$ cat src/sv/bpfa_pkg.sv
// ----------------------------------------------------------------------------
// Bitmap page frame allocator package
// Widths, status and command codes, register indexes and shared types.
// ----------------------------------------------------------------------------
package bpfa_pkg;

  localparam int ADDR_W    = 48;
  localparam int CNT_W     = 17;
  localparam int WORD_W    = 64;
  localparam int BIT_W     = 6;
  localparam int STATUS_W  = 2;
  localparam int REG_IDX_W = 1;

  localparam int DEF_MAX_FRAMES = 65536;
  localparam int DEF_PAGE_BITS  = 12;

  localparam logic [CNT_W-1:0] CNT_MAX = '1;

  localparam logic [STATUS_W-1:0] ST_DONE         = 2'd0;
  localparam logic [STATUS_W-1:0] ST_NO_FREE      = 2'd1;
  localparam logic [STATUS_W-1:0] ST_REJECTED     = 2'd2;
  localparam logic [STATUS_W-1:0] ST_ALREADY_FREE = 2'd3;

  localparam logic CMD_ALLOC = 1'b0;
  localparam logic CMD_FREE  = 1'b1;

  localparam logic [REG_IDX_W-1:0] REG_BASE  = 1'b0;
  localparam logic [REG_IDX_W-1:0] REG_COUNT = 1'b1;

  // Outcome of looking for a clear bit in one bitmap word.
  typedef struct packed {
    logic              hit;
    logic [BIT_W-1:0]  bit_idx;
    logic [WORD_W-1:0] word_set;
  } pick_t;

endpackage

$ cat src/sv/bpfa_word_pick.sv
// ----------------------------------------------------------------------------
// Bitmap word picker
// Finds the lowest clear bit of a word within a window mask and sets it.
// ----------------------------------------------------------------------------
module bpfa_word_pick (
  input  logic [bpfa_pkg::WORD_W-1:0] word,
  input  logic [bpfa_pkg::WORD_W-1:0] mask,
  output bpfa_pkg::pick_t             pick
);

  logic [bpfa_pkg::WORD_W-1:0] cand;
  logic [bpfa_pkg::BIT_W-1:0]  pos;

  assign cand = ~word & mask;

  // Scan from the top so that the lowest candidate wins.
  always_comb begin
    pos = '0;
    for (int i = bpfa_pkg::WORD_W - 1; i >= 0; i--) begin
      if (cand[i]) begin
        pos = bpfa_pkg::BIT_W'(i);
      end
    end
  end

  assign pick.hit      = |cand;
  assign pick.bit_idx  = pos;
  assign pick.word_set = word | (bpfa_pkg::WORD_W'(1) << pos);

endmodule

$ cat config.mk
export PLATFORM = sky130hd
export DESIGN_NAME = bpfa_word_pick
export DESIGN_NICKNAME = d
export VERILOG_FILES = /design/src/sv/bpfa_pkg.sv /design/src/sv/bpfa_word_pick.sv
export SDC_FILE = /design/constraint.sdc
export NUM_CORES = 1
export LEC_CHECK = 0
export ABC_AREA = 1
export BUFFER_PORTS_ARGS = -buffer_cell sky130_fd_sc_hd__buf_4
export CORE_ASPECT_RATIO = 0.9
export CORE_MARGIN = 5
export CORE_UTILIZATION = 35
export DETAILED_ROUTE_END_ITERATION = 8
export PLACE_DENSITY = 0.72
export SLEW_MARGIN = 40
export SYNTH_ARGS = -nofsm -noshare
export SYNTH_HDL_FRONTEND = slang
export SYNTH_SLANG_ARGS = --single-unit
export TNS_END_PERCENT = 30
$ cat constraint.sdc
create_clock -name vclk -period 4.3
set_input_delay 0.215 -clock vclk [all_inputs]
set_output_delay 0.215 -clock vclk [all_outputs]
set_load 0.005 [all_outputs]
==> key figures <==
Pwr
  • LEAKAGE: 2.42 nW
  • Total power draw: 0.392 mW
  • Net Sw Frac: between 40% and 50%
  • Power Dens Cells: 98.0 nW/um^2
  • P_int: 0.198 mW
  • Sw Pwr: 0.194 mW
  • Clock share of power: 0%
  • Peak supply drop: about 0.00005 V
  • Sequential share of power: 0%
  • Combinational Power Share: between 90% and 100%

Final layout
  • FFs & Latches: 0
  • P&R area growth vs syn: 75.8%
  • Diode count: 0
  • Fill cells: 649
  • Nets@finish: 809
  • Fin util: 64.4%
  • Share of cells above drive strength 1: about 40%
  • Clock buffer cells: 0
  • Register area: 0 sq um

Detailed routing
  • Via density: approximately 4.7
  • Vias: around 3.6k
  • WL/cell: between 10 and 15 um
  • DRT Wirelength: approximately 11 mm
  • 1st-pass router iterations: 4
  • Final ANT Viol Nets: 0
  • Residual DRC count: 0
  • 1st-iter DRT viols: about 130

Logic synthesis
  • Distinct cells, synth: 26
  • Avg Cell Area, Syn: between 4 and 5 sq um
  • Cell taking the most area after synthesis: nand2_1
  • Mapped Area: ~2300 sq um
  • Synth warn: 0
  • Post-Synthesis Cells: 479
  • Net count after synthesis: 607
  • Top cells by area, synth: nand2_1 39%, nand3_1 14%, inv_1 12%, nor2_1 8.1%, nor2_4 6.4%
  • Yosys top cell area share: between 30% and 40%
  • Register area share after synthesis: 0%

Setup path
  • Largest stage delay, worst path: 0.23 ns
  • CP Launch Type: input port
  • Critical Path AT: 4.18 ns
  • WS Path Type: in -> out
  • Crit Path Max Fanout: 4
  • Required @ worst endpoint: between 4 and 5 ns
  • Critical path endpoint category: primary output
  • Crit path max-delay cell type: nor2_4
  • Most used cell, CP: nand2_1

Global routing
  • Aggregate global routing overflow: 0
  • Vias in the first global route: 3534
  • Initial antenna violation count: 0
  • GR Util All Layers: 24.0%
  • First-pass GRT wire length: between 15 and 20 mm
  • Largest net degree at the start of global routing: 35

Floorplanning
  • Core footprint: 6220 sq um
  • Initial core utilization: 36.6%
  • Die X: 95.0 um
  • Die height: between 80 and 90 um
  • IO Count: 199
  • Die ar.: 8220 sq um
  • Row cnt: 27

STA
  • Worst Max-Slew Pin Slew: 0.568 ns
  • Final hold vios: 0
  • Final setup violation count: 52
  • Final worst slack: -0.0948 ns
  • Hold_ws: 0.670 ns
  • RSZ-0062 raised after global routing: yes
  • Period utilization: 102%
  • Final Max Slew Viols: 0
  • Minimum clock period: 4.39 ns
  • F_max: between 0.2 and 0.25 GHz
  • Slew HR: 62.0%

Place
  • Final RePlAce weighted congestion: 0.883
  • DP Worst Slack: -0.104 ns
  • Port bufs: 199
  • Dpl hpwl: roughly 8.8 mm

Status
  • Status: finished with violations
  • Violated checks: negative setup slack

Min path
  • Worst Hold Class: in -> out

Run
  • Maxcap violations: 0

Clock tree
  • # hold bufs at CTS: 0
==> synthesized netlist by cell type <==
| cell | n |
|---|---|
| nand2_1 | 239 |
| inv_2 | 3 |
| o31ai_1 | 1 |
| nand2_2 | 3 |
| inv_4 | 1 |
| nand4_4 | 2 |
| nand2_8 | 1 |
| o21ai_1 | 1 |
| nand3_2 | 1 |
| buf_6 | 1 |
| a31oi_1 | 2 |
| nor2_4 | 13 |
| o21bai_2 | 1 |
| clkbuf_8 | 2 |
| bufbuf_8 | 5 |
| nand3_4 | 4 |
| o21bai_1 | 1 |
| nor2_2 | 4 |
| nand4_2 | 2 |
| o21ai_0 | 1 |
| nor2_1 | 49 |
| inv_1 | 70 |
| nand3_1 | 65 |
| nand2_4 | 2 |
| buf_2 | 4 |
| a21oi_2 | 1 |
==> kinds of logic (layout without fill, tap and decap cells) <==
logic type	after synthesis	count (layout)	share of synthesized area [%]
buffers and inverters	86	286	19.0
AND/OR/NAND/NOR	385	385	78.5
AO/OA/AOI/OAI	8	8	2.53
==> worst max-delay path: cells and delay by family <==
family	cells	cell delay, ns
and+or+nand+nor	67	3.59
buffers and inverters	4	0.32
==> layout make-up <==
| type | count | area [sq um] | area share [%] |
|---|---|---|---|
| multi-input cells | 393 | 1960 | 48.8 |
| well taps | 87 | 109 | 2.72 |
| repair buffers | 212 | 1650 | 41.3 |
| inverters | 74 | 285 | 7.13 |
==> power groups by stage <==
stage	combinational (mW)	clock, mW	sequential (mW)
final	0.392	0	0
after global routing	0.437	0	0
after CTS	0.384	0	0
after detailed placement	0.373	0	0
after global placement	0.370	0	0
after floorplan	0.187	0	0
==> layer usage <==
| layer | up-vias | GRT usage (%) | share of wire [%] |
|---|---|---|---|
| li1 | 1855 | - | - |
| met3 | 23 | 5.64 | 11 |
| met4 | 0 | 7.60 | 2.6 |
| met1 | 1525 | 28.2 | 39 |
| met2 | 171 | 42.7 | 48 |
| met5 | - | 0 | 0 |
==> final timing paths <==
kind | startpoint | to | slack (ns) | cells past startpoint
max | mask[63] | pick[11] | -0.09 | 71
min | word[61] | pick[61] | 0.67 | 4
==> timing repair <==
item,in CTS,in global routing
buffers inserted,4,2
pin swaps,9,14
endpoints found under the setup margin,48,65
gates resized for setup,13,26
==> cell usage in the layout (no fill, tap or decap), drive strengths merged <==
| master | netlist | layout |
|---|---|---|
| a21oi | 1 | 1 |
| a31oi | 2 | 2 |
| buf | 5 | 212 |
| inv | 74 | 74 |
| nand2 | 245 | 245 |
| nand3 | 70 | 70 |
| nand4 | 4 | 4 |
| nor2 | 66 | 66 |
| o21ai | 2 | 2 |
| o21bai | 2 | 2 |
| o31ai | 1 | 1 |
==> per-stage QoR <==
stage	area (sq um)	instances	TNS, ns
final	4000	766	-2.19
after global routing	4000	766	-61.19
after CTS	3880	764	-1.60
after detailed placement	3780	760	-1.62
after global placement	3780	760	-2.84
after floorplan	2280	479	0
(Power assumes the default switching activity.)
